$ cat config.mk
export PLATFORM = sky130hd
export DESIGN_NAME = mfd_ctrl
export DESIGN_NICKNAME = d
export VERILOG_FILES = /design/src/mfd_pkg.sv /design/src/mfd_ctrl.sv
export VERILOG_INCLUDE_DIRS = /design/src /design/src/src
export SDC_FILE = /design/constraint.sdc
export NUM_CORES = 1
export LEC_CHECK = 0
export BUFFER_PORTS_ARGS = -buffer_cell sky130_fd_sc_hd__buf_2
export CORE_UTILIZATION = 35
export CTS_CLUSTER_DIAMETER = 150
export DETAILED_ROUTE_END_ITERATION = 7
export GPL_TIMING_DRIVEN = 0
export PLACE_DENSITY = 0.6
export SKIP_CTS_REPAIR_TIMING = 1
export SYNTH_ARGS = -nofsm -noshare
export SYNTH_HDL_FRONTEND = slang
export SYNTH_SLANG_ARGS = --single-unit
$ cat constraint.sdc
create_clock -name clk -period 2.2 [get_ports clk]
set_clock_uncertainty 0.2 [all_clocks]
set_input_delay 0 -clock clk [delete_from_list [all_inputs] [get_ports clk]]
set_output_delay 0 -clock clk [all_outputs]
set_load 0.005 [all_outputs]
$ cat src/max_flow_dinic_assert.svh
// Assertion macros used by the block's controller module.
// Both macros sample on clk and are switched off while arst_n is low.
`ifndef MAX_FLOW_DINIC_ASSERT_SVH
`define MAX_FLOW_DINIC_ASSERT_SVH

// Consequence must hold in the same cycle as the antecedent.
`define MFD_ASSERT_NOW(lbl, ante, cons, msg) \
	lbl: assert property (@(posedge clk) disable iff (!arst_n) (ante) |-> (cons)) \
		else $error(msg);

// Consequence must hold in the cycle after the antecedent.
`define MFD_ASSERT_NEXT(lbl, ante, cons, msg) \
	lbl: assert property (@(posedge clk) disable iff (!arst_n) (ante) |=> (cons)) \
		else $error(msg);

`endif

$ cat src/mfd_pkg.sv
package mfd_pkg;

	// Graph sizing
	localparam int NODES     = 128;
	localparam int MAX_EDGES = 256;
	localparam int ARCS      = 4 * MAX_EDGES;
	localparam int NODE_W    = $clog2(NODES);
	localparam int ARC_W     = $clog2(ARCS);
	localparam int ARCP_W    = ARC_W + 1;
	localparam int DEPTH_W   = NODE_W + 1;
	localparam int LVL_W     = 8;
	localparam int CAP_W     = 24;
	localparam int FLOW_W    = 32;
	localparam int CFG_IDX_W = 1;

	localparam logic [ARCP_W-1:0] ARC_NONE   = ARCP_W'(ARCS);
	localparam logic [ARCP_W-1:0] ARC_LIMIT  = ARCP_W'(ARCS - 4);
	localparam logic [LVL_W-1:0]  LEVEL_NONE = '1;
	localparam logic [NODE_W-1:0] SOURCE_RESET = NODE_W'(65);
	localparam logic [NODE_W-1:0] SINK_RESET   = NODE_W'(90);

	// Configuration register indexes
	localparam logic [CFG_IDX_W-1:0] CFG_SOURCE = 1'b0;
	localparam logic [CFG_IDX_W-1:0] CFG_SINK   = 1'b1;

	typedef enum logic [5:0] {
		ST_IDLE, ST_LOAD, ST_OVF, ST_ARC_RD, ST_ARC_WR,
		ST_BFS_INIT, ST_BFS_POP, ST_BFS_X, ST_BFS_HEAD, ST_BFS_ARC, ST_BFS_CHK,
		ST_DFS_INIT, ST_DFS_NODE, ST_DFS_RES, ST_DFS_SCAN, ST_DFS_TEST, ST_DFS_CMP,
		ST_DFS_FOUND, ST_DFS_STOP, ST_DFS_POP, ST_DFS_POP2, ST_DFS_POP3,
		ST_DFS_ADV, ST_DFS_ADV2, ST_DFS_ADV3,
		ST_AUG_INIT, ST_AM_RD, ST_AM_ARC, ST_AM_CMP,
		ST_AU_RD, ST_AU_A, ST_AU_SUB, ST_AU_ADD, ST_AUG_END, ST_FIN
	} state_t;

	typedef enum logic [5:0] {
		OP_NOP, OP_OVF, OP_ARC_RD, OP_ARC_WR,
		OP_BFS_INIT, OP_BFS_POP, OP_BFS_X, OP_BFS_HEAD, OP_BFS_ARC, OP_BFS_CHK,
		OP_DFS_INIT, OP_DFS_NODE, OP_DFS_RES, OP_DFS_SCAN, OP_DFS_TEST, OP_DFS_CMP,
		OP_DFS_FOUND, OP_DFS_STOP, OP_DFS_POP, OP_DFS_POP2, OP_DFS_POP3,
		OP_DFS_ADV, OP_DFS_ADV2, OP_DFS_ADV3,
		OP_AUG_INIT, OP_AM_RD, OP_AM_ARC, OP_AM_CMP,
		OP_AU_RD, OP_AU_A, OP_AU_SUB, OP_AU_ADD, OP_AUG_END, OP_FIN
	} op_t;

	typedef struct packed {
		op_t  op;
		logic take;
	} cmd_t;

	typedef struct packed {
		logic arc_full;
		logic last;
		logic src_eq_dst;
		logic j_last;
		logic q_empty;
		logic dst_reached;
		logic a_none;
		logic at_dst;
		logic found;
		logic depth_full;
		logic depth_zero;
		logic cur_none;
		logic i_last;
		logic out_busy;
	} sts_t;

endpackage

$ cat src/mfd_ctrl.sv
`include "max_flow_dinic_assert.svh"

module mfd_ctrl (
	input  logic         clk,
	input  logic         arst_n,
	input  logic         edge_valid,
	output logic         edge_stall,
	input  mfd_pkg::sts_t sts,
	output mfd_pkg::cmd_t cmd
);
	import mfd_pkg::*;

	state_t state_q, state_d, after_load;

	// State register
	always_ff @(posedge clk or negedge arst_n) begin
		if (!arst_n) begin
			state_q <= ST_IDLE;
		end else begin
			state_q <= state_d;
		end
	end

	// Next state and datapath commands
	always_comb begin
		state_d    = state_q;
		cmd.op     = OP_NOP;
		cmd.take   = 1'b0;
		edge_stall = (state_q != ST_IDLE);
		// where to go once the edge is in the tables
		if (!sts.last) begin
			after_load = ST_IDLE;
		end else if (sts.src_eq_dst) begin
			after_load = ST_FIN;
		end else begin
			after_load = ST_BFS_INIT;
		end
		case (state_q)
			ST_IDLE: begin
				if (edge_valid) begin
					cmd.take = 1'b1;
					state_d  = ST_LOAD;
				end
			end
			ST_LOAD:   state_d = sts.arc_full ? ST_OVF : ST_ARC_RD;
			ST_OVF: begin
				cmd.op  = OP_OVF;
				state_d = after_load;
			end
			ST_ARC_RD: begin
				cmd.op  = OP_ARC_RD;
				state_d = ST_ARC_WR;
			end
			ST_ARC_WR: begin
				cmd.op  = OP_ARC_WR;
				state_d = sts.j_last ? after_load : ST_ARC_RD;
			end
			// level building
			ST_BFS_INIT: begin
				cmd.op  = OP_BFS_INIT;
				state_d = ST_BFS_POP;
			end
			ST_BFS_POP: begin
				if (sts.q_empty) begin
					state_d = sts.dst_reached ? ST_DFS_INIT : ST_FIN;
				end else begin
					cmd.op  = OP_BFS_POP;
					state_d = ST_BFS_X;
				end
			end
			ST_BFS_X: begin
				cmd.op  = OP_BFS_X;
				state_d = ST_BFS_HEAD;
			end
			ST_BFS_HEAD: begin
				cmd.op  = OP_BFS_HEAD;
				state_d = ST_BFS_ARC;
			end
			ST_BFS_ARC: begin
				cmd.op  = OP_BFS_ARC;
				state_d = sts.a_none ? ST_BFS_POP : ST_BFS_CHK;
			end
			ST_BFS_CHK: begin
				cmd.op  = OP_BFS_CHK;
				state_d = ST_BFS_ARC;
			end
			// blocking flow search
			ST_DFS_INIT: begin
				cmd.op  = OP_DFS_INIT;
				state_d = ST_DFS_NODE;
			end
			ST_DFS_NODE: begin
				if (sts.at_dst) begin
					state_d = ST_AUG_INIT;
				end else begin
					cmd.op  = OP_DFS_NODE;
					state_d = ST_DFS_RES;
				end
			end
			ST_DFS_RES: begin
				cmd.op  = OP_DFS_RES;
				state_d = ST_DFS_SCAN;
			end
			ST_DFS_SCAN: begin
				cmd.op  = OP_DFS_SCAN;
				state_d = sts.a_none ? ST_DFS_STOP : ST_DFS_TEST;
			end
			ST_DFS_TEST: begin
				cmd.op  = OP_DFS_TEST;
				state_d = ST_DFS_CMP;
			end
			ST_DFS_CMP: begin
				cmd.op  = OP_DFS_CMP;
				state_d = sts.found ? ST_DFS_FOUND : ST_DFS_SCAN;
			end
			ST_DFS_FOUND: begin
				cmd.op  = OP_DFS_FOUND;
				state_d = sts.depth_full ? ST_DFS_POP : ST_DFS_NODE;
			end
			ST_DFS_STOP: begin
				cmd.op  = OP_DFS_STOP;
				state_d = sts.depth_zero ? ST_BFS_INIT : ST_DFS_POP;
			end
			ST_DFS_POP: begin
				cmd.op  = OP_DFS_POP;
				state_d = ST_DFS_POP2;
			end
			ST_DFS_POP2: begin
				cmd.op  = OP_DFS_POP2;
				state_d = ST_DFS_POP3;
			end
			ST_DFS_POP3: begin
				cmd.op  = OP_DFS_POP3;
				state_d = ST_DFS_ADV;
			end
			ST_DFS_ADV: begin
				cmd.op  = OP_DFS_ADV;
				state_d = ST_DFS_ADV2;
			end
			ST_DFS_ADV2: begin
				cmd.op  = OP_DFS_ADV2;
				state_d = sts.cur_none ? ST_DFS_NODE : ST_DFS_ADV3;
			end
			ST_DFS_ADV3: begin
				cmd.op  = OP_DFS_ADV3;
				state_d = ST_DFS_NODE;
			end
			// augmentation: bottleneck pass, then update pass
			ST_AUG_INIT: begin
				cmd.op  = OP_AUG_INIT;
				state_d = ST_AM_RD;
			end
			ST_AM_RD: begin
				cmd.op  = OP_AM_RD;
				state_d = ST_AM_ARC;
			end
			ST_AM_ARC: begin
				cmd.op  = OP_AM_ARC;
				state_d = ST_AM_CMP;
			end
			ST_AM_CMP: begin
				cmd.op  = OP_AM_CMP;
				state_d = sts.i_last ? ST_AU_RD : ST_AM_RD;
			end
			ST_AU_RD: begin
				cmd.op  = OP_AU_RD;
				state_d = ST_AU_A;
			end
			ST_AU_A: begin
				cmd.op  = OP_AU_A;
				state_d = ST_AU_SUB;
			end
			ST_AU_SUB: begin
				cmd.op  = OP_AU_SUB;
				state_d = ST_AU_ADD;
			end
			ST_AU_ADD: begin
				cmd.op  = OP_AU_ADD;
				state_d = sts.i_last ? ST_AUG_END : ST_AU_RD;
			end
			ST_AUG_END: begin
				cmd.op  = OP_AUG_END;
				state_d = ST_DFS_NODE;
			end
			// hand over the result and clear the graph
			ST_FIN: begin
				if (!sts.out_busy) begin
					cmd.op  = OP_FIN;
					state_d = ST_IDLE;
				end
			end
			default: state_d = ST_IDLE;
		endcase
	end

	`MFD_ASSERT_NEXT(a_take_load, edge_valid && !edge_stall, state_q == ST_LOAD,
		"accepted request did not start loading")
	`MFD_ASSERT_NEXT(a_fin_idle, state_q == ST_FIN && !sts.out_busy, state_q == ST_IDLE,
		"result hand-over did not return to idle")
	`MFD_ASSERT_NOW(a_fin_free, cmd.op == OP_FIN, !sts.out_busy,
		"result written over a waiting result")

endmodule

==> impl_metrics.yaml <==
finish:
  layout_common_cells: "buf_2 (27), nand2_1 (21), nor2_1 (18)"
  design_area_um2: 1627
  top_regs: "state_q x6"
  nets: 248
  final_util: 0.4874
  syn_to_final_growth_pct: 33.47
  largest_reg_flops: 6
  fillers: 374
  top_register: "state_q"
  antenna_cells: 0
  drive_gt1_frac: 0.3013
  final_common_cell: "buf_2"
  multiInputGateArea_um2: 996.0
  register_area_um2: 152.6
setup_path:
  start_kind: "flop"
  r2r_slack_ns: 0.10
  critPathSlowestCell: "or4b_1"
  crit_fanout: 7
  max_stage_delay_ns: 0.45
  critPathCaptureType: "output pin"
  critical_path_class: "flop to output pin"
  cp_top_family: "simple AND/OR/NAND/NOR gates"
  crit_buf_inv: 2
  critPathArrivalTime_ns: 1.94
  crit_chain: "buf_6 -> nor2b_1 -> a21oi_1 -> o22ai_1 -> nand2b_1 -> or4b_1 -> buf_2"
  critPathRequiredTime_ns: 2.00
global_route:
  grt_pass1_wl_um: 6693
  grt_pass1_vias: 1347
  overflow: 0
  grt_use_total: 0.2517
  grt_max_degree: 11
  antenna_found_initial: 0
clocking:
  cts_tree: "yes"
  insertion_delay_ns: 0.25
  clock-sinks: 6
  htree_levels: 1
  cts_buffer_depth: 2
  clkTransAtPathRegs_ns: 0.04
  cts-root-buf: "clkbuf_4"
  cts_buffers: 3
min_path:
  worst_hold_path_type: "primary input to flop"
sta:
  max_freq_mhz: 467.6
  tns_ns: 0
  hold_viol: 0
  min_period_over_period: 0.9721
  finalSetupViolCount: 0
  period_needed_ns: 2.139
  relSlewSlack: 0.6294
  tightest_slew_ns: 0.5545
  final_max_slew_viol_count: 0
routing:
  ant_nets: 0
  dr.pass1.iters: 4
  vias_per_cell: 5.942
  first_iter_violations: 96
  routedWlPerCell_um: 16.63
  wirelength_um: 4573
  vias: 1634
  drc_errors: 0
power:
  ir_drop_mv: 0.6468
  p_leak_uw: 0.0006705
  p_per_area_nw_per_um2: 1340
yosys:
  synth_cells: 187
  yosysWarnings: 0
  synth_edf_count: 0
  synth_xor_xnor_area_share: 0.007187
  synth_compound_area_frac: 0.3491
  synth_nets: 204
  yosys.area_share.simple: 0.4148
  synth_top_family_by_area: "simple AND/OR/NAND/NOR gates"
  yosysUniqueCellTypes: 55
  synth.area.mux_share: 0.009240
  synth_adder_area_share: 0
  synth-seq-cells: 6
  ys_dominant_reg_cell: "dfrtp_1"
  ys_seq_area_frac: 0.1232
  synth_area_um2: 1219
  avgSynthCellArea_um2: 6.517
  async_flop_share: 1.000
place:
  placed_area_um2: 1396
  placement.io_buffers: 24
  place_congestion: 0.9592
  dp_hpwl_um: 3332
die:
  core_area_um2: 3337
  die_height_um: 61.01
  start_util: 0.3652
  die-width_um: 61.01
  rows: 21
  boundaryPins: 25
  die-area_um2: 3722
run:
  cap_viol_max_count: 0
status:
  status: "finished clean"
-- final timing paths --
kind	start	to	cells past startpoint
max in group asynchronous	arst_n	state_q[2]	3
setup / recovery	state_q[4]	cmd[1]	7
hold / removal	edge_valid	state_q[0]	5
hold reg to reg	state_q[3]	state_q[5]	3
min in group asynchronous	arst_n	state_q[5]	3
setup reg to reg	state_q[5]	state_q[3]	7
-- report_power, final --
| part | switching (µW) | internal, µW |
|---|---|---|
| clock | 39.0 | 61.6 |
| combinational | 1080 | 788 |
| sequential | 48.9 | 162 |
| total | 1170 | 1010 |
-- synthesized netlist by cell type (3+ instances only) --
cell type,instances,area (µm²)
nor3_1,11,55.05
nor3b_1,4,30.03
nor2_1,19,71.32
buf_2,10,50.05
o211ai_1,4,30.03
a22oi_1,4,30.03
nor2b_1,5,31.28
inv_1,5,18.77
nand3_1,4,20.02
clkbuf_1,3,11.26
a21oi_1,14,70.07
o21ai_1,4,20.02
nand2_1,21,78.83
and3_1,3,18.77
nand2b_1,8,50.05
a31oi_1,9,56.30
dfrtp_1,6,150.1
o21ai_0,8,40.04
o22ai_1,5,31.28
-- metrics by stage --
step / hold slack [ns] / cells / setup WS [ns] / power, µW
2_1_floorplan: -0.4956 / 187 / 0.3784 / 1369
3_3_place_gp: -0.3750 / 257 / -0.01210 / 1844
3_5_place_dp: -0.3712 / 257 / -0.004815 / 1826
4_1_cts: -0.6310 / 260 / -0.2102 / 1932
5_1_grt: 0.04959 / 275 / -0.006075 / 2364
6_report: 0.04830 / 275 / 0.06130 / 2180
-- routing by layer --
metal | part of all wire | wire [µm] | global-route usage
met1 | 0.43 | 1981 | 0.3707
met2 | 0.45 | 2048 | 0.3532
met3 | 0.093 | 427 | 0.04904
met4 | 0.025 | 116 | 0.1071
met5 | 0 | 0 | 0
-- area by class of cell --
cell class,count,share of cell area
Inverter,6,0.01385
Buffer,17,0.07538
Timing Repair Buffer,39,0.1554
Sequential cell,6,0.09385
Multi-Input combinational cell,158,0.6123
Tap cell,46,0.03538
Clock buffer,3,0.01385
-- logic make-up after synthesis --
group,Yosys count
mux,1
simple gates,91
buf+inv,23
flops,6
xor+xnor,1
compound gates,65
-- worst min-delay path, cell delays in order --
cell     delay [ns]
buf_2          0.10
nor3_1         0.13
nand2_1        0.07
o21ai_0        0.08
a31oi_1        0.06
Note: power is estimated with default switching activity, not from simulation.
